$ cat src/hdl/fadr_pkg.sv
// ----------------------------------------------------------------------------
// fadr_pkg
// Shared widths, controller states and the command and status bundles
// of the fraction add and reduce unit.
// ----------------------------------------------------------------------------
package fadr_pkg;

    localparam int OPERAND_WIDTH = 16;
    localparam int MAG_W         = 2 * OPERAND_WIDTH;
    localparam int CNT_W         = $clog2(MAG_W);
    localparam int NUM_OUT_W     = 33;
    localparam int DEN_OUT_W     = 32;

    typedef enum logic [3:0] {
        ST_IDLE,
        ST_MUL_AD,
        ST_MUL_BC,
        ST_MUL_BD,
        ST_SUM,
        ST_EUC_GO,
        ST_EUC_WAIT,
        ST_NUM_GO,
        ST_NUM_WAIT,
        ST_DEN_GO,
        ST_DEN_WAIT,
        ST_FINISH
    } state_t;

    typedef enum logic [1:0] {
        MUL_AD,
        MUL_BC,
        MUL_BD
    } mul_sel_t;

    typedef enum logic [1:0] {
        DIV_EUC,
        DIV_NUM,
        DIV_DEN
    } div_sel_t;

    typedef struct packed {
        logic     load;
        logic     mul_en;
        mul_sel_t mul_sel;
        logic     sum_en;
        logic     div_start;
        div_sel_t div_sel;
        logic     euc_step;
        logic     cap_num;
        logic     cap_den;
        logic     out_load;
    } cmd_t;

    typedef struct packed {
        logic zero_den;
        logic div_done;
        logic rem_zero;
    } status_t;

endpackage

$ cat src/hdl/fraction_add_reduce_unit.sv
// ----------------------------------------------------------------------------
// fraction_add_reduce_unit
// Adds two signed fractions and reduces the sum by its Euclidean gcd.
//
//   channel  direction  handshake            payload
//   input    in         in_valid / in_stall  first_/second_ numerator, denominator
//   output   out        out_valid/out_stall  sum_numerator, sum_denominator, error
//
// One request at a time. The run time grows with k, the number of Euclid
// remainders; the serial divider (one bit per cycle) sets most of it.
// A zero denominator goes from the first multiply state straight to finish.
// rst_n clears the controller and the output valid flag asynchronously.
// A stalled result holds in the output register while the next request runs.
// ----------------------------------------------------------------------------
module fraction_add_reduce_unit (
    input  logic                                      clk,
    input  logic                                      rst_n,
    input  logic                                      in_valid,
    output logic                                      in_stall,
    input  logic signed [fadr_pkg::OPERAND_WIDTH-1:0] first_numerator,
    input  logic signed [fadr_pkg::OPERAND_WIDTH-1:0] first_denominator,
    input  logic signed [fadr_pkg::OPERAND_WIDTH-1:0] second_numerator,
    input  logic signed [fadr_pkg::OPERAND_WIDTH-1:0] second_denominator,
    output logic                                      out_valid,
    input  logic                                      out_stall,
    output logic signed [fadr_pkg::NUM_OUT_W-1:0]     sum_numerator,
    output logic signed [fadr_pkg::DEN_OUT_W-1:0]     sum_denominator,
    output logic                                      zero_denominator_error
);
    import fadr_pkg::*;

    cmd_t    cmd;
    status_t status;

    fadr_ctrl u_ctrl (
        .clk       (clk),
        .rst_n     (rst_n),
        .in_valid  (in_valid),
        .in_stall  (in_stall),
        .out_valid (out_valid),
        .out_stall (out_stall),
        .status    (status),
        .cmd       (cmd)
    );

    fadr_dp u_dp (
        .clk                    (clk),
        .rst_n                  (rst_n),
        .cmd                    (cmd),
        .status                 (status),
        .first_numerator        (first_numerator),
        .first_denominator      (first_denominator),
        .second_numerator       (second_numerator),
        .second_denominator     (second_denominator),
        .sum_numerator          (sum_numerator),
        .sum_denominator        (sum_denominator),
        .zero_denominator_error (zero_denominator_error)
    );

`ifndef SYNTHESIS
    a_busy_after_accept: assert property (@(posedge clk) disable iff (!rst_n)
        (in_valid && !in_stall) |=> in_stall)
        else $error("input not held off after request");

    a_error_zero: assert property (@(posedge clk) disable iff (!rst_n)
        (out_valid && zero_denominator_error) |->
            (sum_numerator == '0 && sum_denominator == '0))
        else $error("error result carries nonzero value");

    a_den_nonzero: assert property (@(posedge clk) disable iff (!rst_n)
        (out_valid && !zero_denominator_error) |-> (sum_denominator != '0))
        else $error("reduced denominator is zero");
`endif

endmodule

$ cat src/hdl/fadr_div.sv
// ----------------------------------------------------------------------------
// fadr_div
// Restoring unsigned divider, one quotient bit per cycle.
// ----------------------------------------------------------------------------
module fadr_div (
    input  logic                       clk,
    input  logic                       rst_n,
    input  logic                       start,
    input  logic [fadr_pkg::MAG_W-1:0] dividend,
    input  logic [fadr_pkg::MAG_W-1:0] divisor,
    output logic [fadr_pkg::MAG_W-1:0] quotient,
    output logic [fadr_pkg::MAG_W-1:0] remainder,
    output logic                       done
);
    import fadr_pkg::*;

    logic             busy_reg, busy_next;
    logic             done_reg, done_next;
    logic [CNT_W-1:0] cnt_reg, cnt_next;
    logic [MAG_W-1:0] quo_reg, quo_next;
    logic [MAG_W-1:0] rem_reg, rem_next;
    logic [MAG_W-1:0] dvs_reg, dvs_next;
    logic [MAG_W:0]   trial;

    always_comb
    begin
        busy_next = busy_reg;
        done_next = 1'b0;
        cnt_next  = cnt_reg;
        quo_next  = quo_reg;
        rem_next  = rem_reg;
        dvs_next  = dvs_reg;
        trial     = {rem_reg, quo_reg[MAG_W-1]};
        if (start)
        begin
            busy_next = 1'b1;
            cnt_next  = CNT_W'(MAG_W - 1);
            quo_next  = dividend;
            rem_next  = '0;
            dvs_next  = divisor;
        end
        else if (busy_reg)
        begin
            if (trial >= {1'b0, dvs_reg})
            begin
                rem_next = MAG_W'(trial - {1'b0, dvs_reg});
                quo_next = {quo_reg[MAG_W-2:0], 1'b1};
            end
            else
            begin
                rem_next = trial[MAG_W-1:0];
                quo_next = {quo_reg[MAG_W-2:0], 1'b0};
            end
            cnt_next = cnt_reg - 1'b1;
            if (cnt_reg == '0)
            begin
                busy_next = 1'b0;
                done_next = 1'b1;
            end
        end
    end

    always_ff @(posedge clk or negedge rst_n)
    begin
        if (!rst_n)
        begin
            busy_reg <= 1'b0;
            done_reg <= 1'b0;
            cnt_reg  <= '0;
        end
        else
        begin
            busy_reg <= busy_next;
            done_reg <= done_next;
            cnt_reg  <= cnt_next;
        end
    end

    always_ff @(posedge clk)
    begin
        quo_reg <= quo_next;
        rem_reg <= rem_next;
        dvs_reg <= dvs_next;
    end

    assign quotient  = quo_reg;
    assign remainder = rem_reg;
    assign done      = done_reg;

endmodule

$ cat src/hdl/fadr_dp.sv
// ----------------------------------------------------------------------------
// fadr_dp
// Datapath: operand capture, shared multiplier, sum, Euclid registers,
// divider and result registers.
// ----------------------------------------------------------------------------
module fadr_dp (
    input  logic                                    clk,
    input  logic                                    rst_n,
    input  fadr_pkg::cmd_t                          cmd,
    output fadr_pkg::status_t                       status,
    input  logic signed [fadr_pkg::OPERAND_WIDTH-1:0] first_numerator,
    input  logic signed [fadr_pkg::OPERAND_WIDTH-1:0] first_denominator,
    input  logic signed [fadr_pkg::OPERAND_WIDTH-1:0] second_numerator,
    input  logic signed [fadr_pkg::OPERAND_WIDTH-1:0] second_denominator,
    output logic signed [fadr_pkg::NUM_OUT_W-1:0]   sum_numerator,
    output logic signed [fadr_pkg::DEN_OUT_W-1:0]   sum_denominator,
    output logic                                    zero_denominator_error
);
    import fadr_pkg::*;

    logic signed [OPERAND_WIDTH-1:0] a_reg, b_reg, c_reg, d_reg;
    logic signed [OPERAND_WIDTH-1:0] mul_x, mul_y;
    logic signed [MAG_W-1:0]         prod;
    logic signed [MAG_W-1:0]         p_ad_reg, p_bc_reg, p_bd_reg;
    logic signed [MAG_W:0]           sum_w, sum_abs, den_w, den_abs;
    logic [MAG_W-1:0]                num_mag_reg, den_mag_reg;
    logic                            num_neg_reg, den_neg_reg;
    logic [MAG_W-1:0]                xm_reg, ym_reg;
    logic                            xs_reg, ys_reg;
    logic [MAG_W-1:0]                rn_reg, rd_reg;
    logic [MAG_W-1:0]                div_dividend, div_quo, div_rem;
    logic                            div_done;
    logic signed [MAG_W:0]           rn_ext, rd_ext, num_s, den_s;
    logic signed [NUM_OUT_W-1:0]     sum_num_reg;
    logic signed [DEN_OUT_W-1:0]     sum_den_reg;
    logic                            err_reg;
    logic                            zero_den;

    assign zero_den = (b_reg == '0) || (d_reg == '0);

    always_comb
    begin
        case (cmd.mul_sel)
            MUL_AD:
            begin
                mul_x = a_reg;
                mul_y = d_reg;
            end
            MUL_BC:
            begin
                mul_x = b_reg;
                mul_y = c_reg;
            end
            default:
            begin
                mul_x = b_reg;
                mul_y = d_reg;
            end
        endcase
        prod = mul_x * mul_y;
    end

    always_comb
    begin
        sum_w   = (MAG_W + 1)'(p_ad_reg) + (MAG_W + 1)'(p_bc_reg);
        sum_abs = sum_w[MAG_W] ? -sum_w : sum_w;
        den_w   = (MAG_W + 1)'(p_bd_reg);
        den_abs = den_w[MAG_W] ? -den_w : den_w;
    end

    always_comb
    begin
        case (cmd.div_sel)
            DIV_EUC: div_dividend = xm_reg;
            DIV_NUM: div_dividend = num_mag_reg;
            default: div_dividend = den_mag_reg;
        endcase
    end

    fadr_div u_div (
        .clk       (clk),
        .rst_n     (rst_n),
        .start     (cmd.div_start),
        .dividend  (div_dividend),
        .divisor   (ym_reg),
        .quotient  (div_quo),
        .remainder (div_rem),
        .done      (div_done)
    );

    always_comb
    begin
        rn_ext = signed'({1'b0, rn_reg});
        rd_ext = signed'({1'b0, rd_reg});
        num_s  = (num_neg_reg ^ ys_reg) ? -rn_ext : rn_ext;
        den_s  = (den_neg_reg ^ ys_reg) ? -rd_ext : rd_ext;
    end

    always_ff @(posedge clk)
    begin
        if (cmd.load)
        begin
            a_reg <= first_numerator;
            b_reg <= first_denominator;
            c_reg <= second_numerator;
            d_reg <= second_denominator;
        end
        if (cmd.mul_en)
        begin
            case (cmd.mul_sel)
                MUL_AD:  p_ad_reg <= prod;
                MUL_BC:  p_bc_reg <= prod;
                default: p_bd_reg <= prod;
            endcase
        end
        if (cmd.sum_en)
        begin
            num_mag_reg <= sum_abs[MAG_W-1:0];
            num_neg_reg <= sum_w[MAG_W];
            den_mag_reg <= den_abs[MAG_W-1:0];
            den_neg_reg <= den_w[MAG_W];
            xm_reg      <= sum_abs[MAG_W-1:0];
            xs_reg      <= sum_w[MAG_W];
            ym_reg      <= den_abs[MAG_W-1:0];
            ys_reg      <= den_w[MAG_W];
        end
        else if (cmd.euc_step)
        begin
            xm_reg <= ym_reg;
            xs_reg <= ys_reg;
            ym_reg <= div_rem;
            ys_reg <= xs_reg;
        end
        if (cmd.cap_num)
        begin
            rn_reg <= div_quo;
        end
        if (cmd.cap_den)
        begin
            rd_reg <= div_quo;
        end
        if (cmd.out_load)
        begin
            err_reg     <= zero_den;
            sum_num_reg <= zero_den ? '0 : NUM_OUT_W'(num_s);
            sum_den_reg <= zero_den ? '0 : DEN_OUT_W'(den_s);
        end
    end

    assign status.zero_den = zero_den;
    assign status.div_done = div_done;
    assign status.rem_zero = (div_rem == '0);

    assign sum_numerator          = sum_num_reg;
    assign sum_denominator        = sum_den_reg;
    assign zero_denominator_error = err_reg;

endmodule

$ cat src/hdl/fadr_ctrl.sv
// ----------------------------------------------------------------------------
// fadr_ctrl
// Controller: sequences multiply, sum, Euclid loop, the two reducing
// divisions and result delivery.
// ----------------------------------------------------------------------------
module fadr_ctrl (
    input  logic              clk,
    input  logic              rst_n,
    input  logic              in_valid,
    output logic              in_stall,
    output logic              out_valid,
    input  logic              out_stall,
    input  fadr_pkg::status_t status,
    output fadr_pkg::cmd_t    cmd
);
    import fadr_pkg::*;

    state_t state_reg, state_next;
    logic   out_valid_reg, out_valid_next;
    logic   out_free;

    assign out_free = !out_valid_reg || !out_stall;

    always_comb
    begin
        state_next = state_reg;
        unique case (state_reg)
            ST_IDLE:     if (in_valid) state_next = ST_MUL_AD;
            ST_MUL_AD:   state_next = status.zero_den ? ST_FINISH : ST_MUL_BC;
            ST_MUL_BC:   state_next = ST_MUL_BD;
            ST_MUL_BD:   state_next = ST_SUM;
            ST_SUM:      state_next = ST_EUC_GO;
            ST_EUC_GO:   state_next = ST_EUC_WAIT;
            ST_EUC_WAIT:
            begin
                if (status.div_done)
                begin
                    state_next = status.rem_zero ? ST_NUM_GO : ST_EUC_GO;
                end
            end
            ST_NUM_GO:   state_next = ST_NUM_WAIT;
            ST_NUM_WAIT: if (status.div_done) state_next = ST_DEN_GO;
            ST_DEN_GO:   state_next = ST_DEN_WAIT;
            ST_DEN_WAIT: if (status.div_done) state_next = ST_FINISH;
            ST_FINISH:   if (out_free) state_next = ST_IDLE;
            default:     state_next = ST_IDLE;
        endcase
    end

    always_comb
    begin
        cmd = '0;
        cmd.mul_sel = MUL_AD;
        cmd.div_sel = DIV_EUC;
        unique case (state_reg)
            ST_IDLE:     cmd.load = in_valid;
            ST_MUL_AD:
            begin
                cmd.mul_en  = 1'b1;
                cmd.mul_sel = MUL_AD;
            end
            ST_MUL_BC:
            begin
                cmd.mul_en  = 1'b1;
                cmd.mul_sel = MUL_BC;
            end
            ST_MUL_BD:
            begin
                cmd.mul_en  = 1'b1;
                cmd.mul_sel = MUL_BD;
            end
            ST_SUM:      cmd.sum_en = 1'b1;
            ST_EUC_GO:
            begin
                cmd.div_start = 1'b1;
                cmd.div_sel   = DIV_EUC;
            end
            ST_EUC_WAIT: cmd.euc_step = status.div_done && !status.rem_zero;
            ST_NUM_GO:
            begin
                cmd.div_start = 1'b1;
                cmd.div_sel   = DIV_NUM;
            end
            ST_NUM_WAIT: cmd.cap_num = status.div_done;
            ST_DEN_GO:
            begin
                cmd.div_start = 1'b1;
                cmd.div_sel   = DIV_DEN;
            end
            ST_DEN_WAIT: cmd.cap_den = status.div_done;
            ST_FINISH:   cmd.out_load = out_free;
            default:     cmd = '0;
        endcase
    end

    always_comb
    begin
        out_valid_next = out_valid_reg;
        if (cmd.out_load)
        begin
            out_valid_next = 1'b1;
        end
        else if (!out_stall)
        begin
            out_valid_next = 1'b0;
        end
    end

    always_ff @(posedge clk or negedge rst_n)
    begin
        if (!rst_n)
        begin
            state_reg     <= ST_IDLE;
            out_valid_reg <= 1'b0;
        end
        else
        begin
            state_reg     <= state_next;
            out_valid_reg <= out_valid_next;
        end
    end

    assign in_stall  = (state_reg != ST_IDLE);
    assign out_valid = out_valid_reg;

endmodule

$ cat config.mk
export PLATFORM = sky130hd
export DESIGN_NAME = fraction_add_reduce_unit
export DESIGN_NICKNAME = d
export VERILOG_FILES = /design/src/hdl/fadr_pkg.sv /design/src/hdl/fraction_add_reduce_unit.sv /design/src/hdl/fadr_div.sv /design/src/hdl/fadr_dp.sv /design/src/hdl/fadr_ctrl.sv
export SDC_FILE = /design/constraint.sdc
export NUM_CORES = 2
export LEC_CHECK = 0
export ABC_AREA = 1
export BUFFER_PORTS_ARGS = -buffer_cell sky130_fd_sc_hd__buf_2
export CAP_MARGIN = 25
export CORE_ASPECT_RATIO = 0.75
export CORE_MARGIN = 3
export CORE_UTILIZATION = 45
export DETAILED_ROUTE_END_ITERATION = 8
export SLEW_MARGIN = 25
export SYNTH_ARGS = -nofsm -noshare
export SYNTH_HDL_FRONTEND = slang
export SYNTH_SLANG_ARGS = --single-unit
$ cat constraint.sdc
create_clock -name clk -period 23 [get_ports clk]
set_clock_uncertainty 0.2 [all_clocks]
set_input_delay 4.6 -clock clk [delete_from_list [all_inputs] [get_ports clk]]
set_output_delay 4.6 -clock clk [all_outputs]
set_load 0.02 [all_outputs]
==> impl_metrics.ini <==
[synthesis]
synth_cell_types = 65
synthTopCellsByArea = edfxtp_1 40%, fa_1 14%, nand2_1 8.6%
synth-edff-count = 486
ys.warnings.count = 0
syn-num-nets = 4476
synth_area_sq_um = 36600
avgSynthCellArea_sq_um = 9.16
seq_area_frac_synth = 0.425
syn_inst = 3992
synth_top_area_share = 0.399
yosys.area.top_type = edfxtp_1
yosys_most_used_dff = edfxtp_1
synth-seq-cells = 530
async_flop_share = 0.0226

[sta]
finalMaxSlewViolations = 0
tightestPinTransition_ps = 1020
tns_ps = 0
finalCriticalPeriod_ps = 9120
period_share = 0.397
rsz0062_at_grt = no
fmax_mhz = 110
slew-limit-headroom = 0.317
finalSetupViolations = 0
final_hold_viol_count = 0

[place]
place_congestion = 0.979
dpl_cell_area_sq_um = 38600
portBuffers = 135
dp_hpwl_mm = 85.7

[cts]
cts.sink_count = 530
cts_buffers = 54
h-tree-depth = 2
hold_buffers = 0
root_buffer = clkbuf_16
clockBufferDepth = 3
clock_latency_ps = 660
cts_resized = 0
cts_tree = done
cts_setup_buffers = 0
clk_pin_slew_worst_paths_ps = 60

[worst_setup_path]
path_max_fanout = 34
worstPathRequired_ps = 23230
cp.arrival_ps = 9350
cpPeakStageDelay_ps = 790
end_kind = flip-flop
crit_type = flip-flop to flip-flop
critPathLaunchType = flip-flop
cp_common_cell = inv_1
cp_slowest_cell = o21ai_0

[floorplanning]
die_w_microns = 335
ios = 136
die_area_sq_um = 84700
core_sq_um = 79500
fp.dieH_microns = 253
start_util = 0.460
num_rows = 89

[cells_and_area]
fillers = 7413
largest_reg_flops = 33
drive_gt1_frac = 0.0894
fin_area_sq_um = 40400
layout.nets = 4621
fin_util = 0.508
areaGrowthSynthToFinish_pct = 10.4

[worst_hold_path]
min_path_type = flip-flop to flip-flop

[drt]
drt_wl_total_mm = 108
drc_errors = 0
viasPerCell = 5.39
via_count = 28200
drt-pass1-iter-count = 6
drt_iter0_drc = 3361
wire_per_inst_microns = 20.6
antenna_left = 0

[grt]
grt.overflow.total = 0
antenna_found_initial = 6
grt_use_total = 0.257
grt_pass1_vias = 26600
grt_max_degree = 98
grt_pass1_wl_mm = 165

[run_status]
outcome = complete, no violations

[run]
maxCapViolCount = 0
## layout make-up
| type | count | area, sq um | area share |
|---|---|---|---|
| tap | 1046 | 1310 | 0.0324 |
| inverter | 724 | 2720 | 0.0673 |
| sequential | 530 | 15500 | 0.385 |
| clock buffer | 67 | 1410 | 0.0349 |
| antenna | 1 | 2.50 | 0.0000620 |
| timing repair buffer | 182 | 1030 | 0.0256 |
| multi-input combinational | 2645 | 18000 | 0.446 |
| clock inverter | 35 | 349 | 0.00865 |
## metrics by stage
stage	hold slack [ps]	setup WS [ps]	instances
after floorplan	227	14830	3992
after CTS	256	13900	5229
after detailed placement	242	13980	5127
after global routing	263	13290	5229
final	254	13880	5230
after global placement	230	13760	5127
## synth_stat cells, types with 3 or more instances
library cell and n:
and3_1 6, nand4_1 40, buf_1 14, nor4_1 30, a31oi_1 12, inv_2 19
a221oi_1 3, o21ai_1 28, dfxtp_1 32, o21a_1 5, o21ai_2 4, nand2_2 26
ha_1 152, xnor2_1 44, o31ai_1 4, o211ai_1 7, dfrtp_1 12, clkinv_1 9
a41oi_1 32, and2_1 6, xor2_1 71, buf_2 9, a21oi_1 143, nor2_1 399
o21bai_1 10, nand2_1 837, xnor2_2 3, nor2_4 4, nor3_1 41, fa_1 264
a21o_1 5, nand3_2 5, or2_2 10, o21ai_0 187, inv_1 696, clkbuf_1 68
nor2_2 12, xor2_2 5, edfxtp_1 486, nand3b_1 6, nand3_1 218
## worst paths after layout
check	end	from	cells past startpoint	slack, ps
min in group asynchronous	u_ctrl.state_reg[0]	rst_n	1	3710
max reg2reg	u_dp.p_ad_reg[27]	u_ctrl.state_reg[3]	29	13880
max	u_dp.p_ad_reg[27]	u_ctrl.state_reg[3]	29	13880
min	u_dp.u_div.dvs_reg[28]	u_dp.ym_reg[28]	0	250
max in group asynchronous	u_dp.u_div.done	rst_n	1	18540
min reg2reg	u_dp.u_div.dvs_reg[28]	u_dp.ym_reg[28]	0	250
## layer usage
| layer | track usage | vias up | wire [microns] |
|---|---|---|---|
| li1 | - | 13200 | - |
| met1 | 0.430 | 13600 | 53300 |
| met5 | 0 | - | 0 |
| met4 | 0.0370 | 0 | 1260 |
| met2 | 0.327 | 1265 | 40000 |
| met3 | 0.0731 | 98 | 13300 |
## worst max-delay path, delay by kind of cell (launching register included)
family	cells	cell delay, ps
flops	1	410
compound gates	5	2250
xor+xnor	1	270
fa+ha+maj	7	3170
buf+inv	9	1540
simple gates	7	1000
## logic make-up after synthesis
group           Yosys count  share of synthesized area
flops                   530                      0.425
mux                       1                   0.000274
buf+inv                 817                     0.0846
compound gates          455                     0.0705
simple gates           1649                      0.191
fa+ha+maj               416                      0.197
xor+xnor                124                     0.0319
## cells in the final DEF, fill, tap and decap left out, drive strengths merged, types with 2 or more instances in the layout
cell,n
clkbuf,67
nand3,223
o41ai,2
bufinv,3
o21ai,219
o31ai,4
and3,6
nand4,41
o21a,5
dfxtp,32
inv,720
a21boi,2
and2,6
a41oi,32
or2,11
a31oi,12
clkinvlp,3
dfrtp,12
nor2,415
fa,264
a21oi,145
edfxtp,486
xnor2,47
nand3b,7
a221oi,3
a21o,5
clkinv,33
nand2,864
nor4,30
xor2,77
nor3,44
buf,182
ha,152
a211oi,2
o21bai,11
o211ai,7
Power is left out: the tool's default activity adds up to more than one toggle a clock period on the data nets, which glitch-free logic cannot reach.
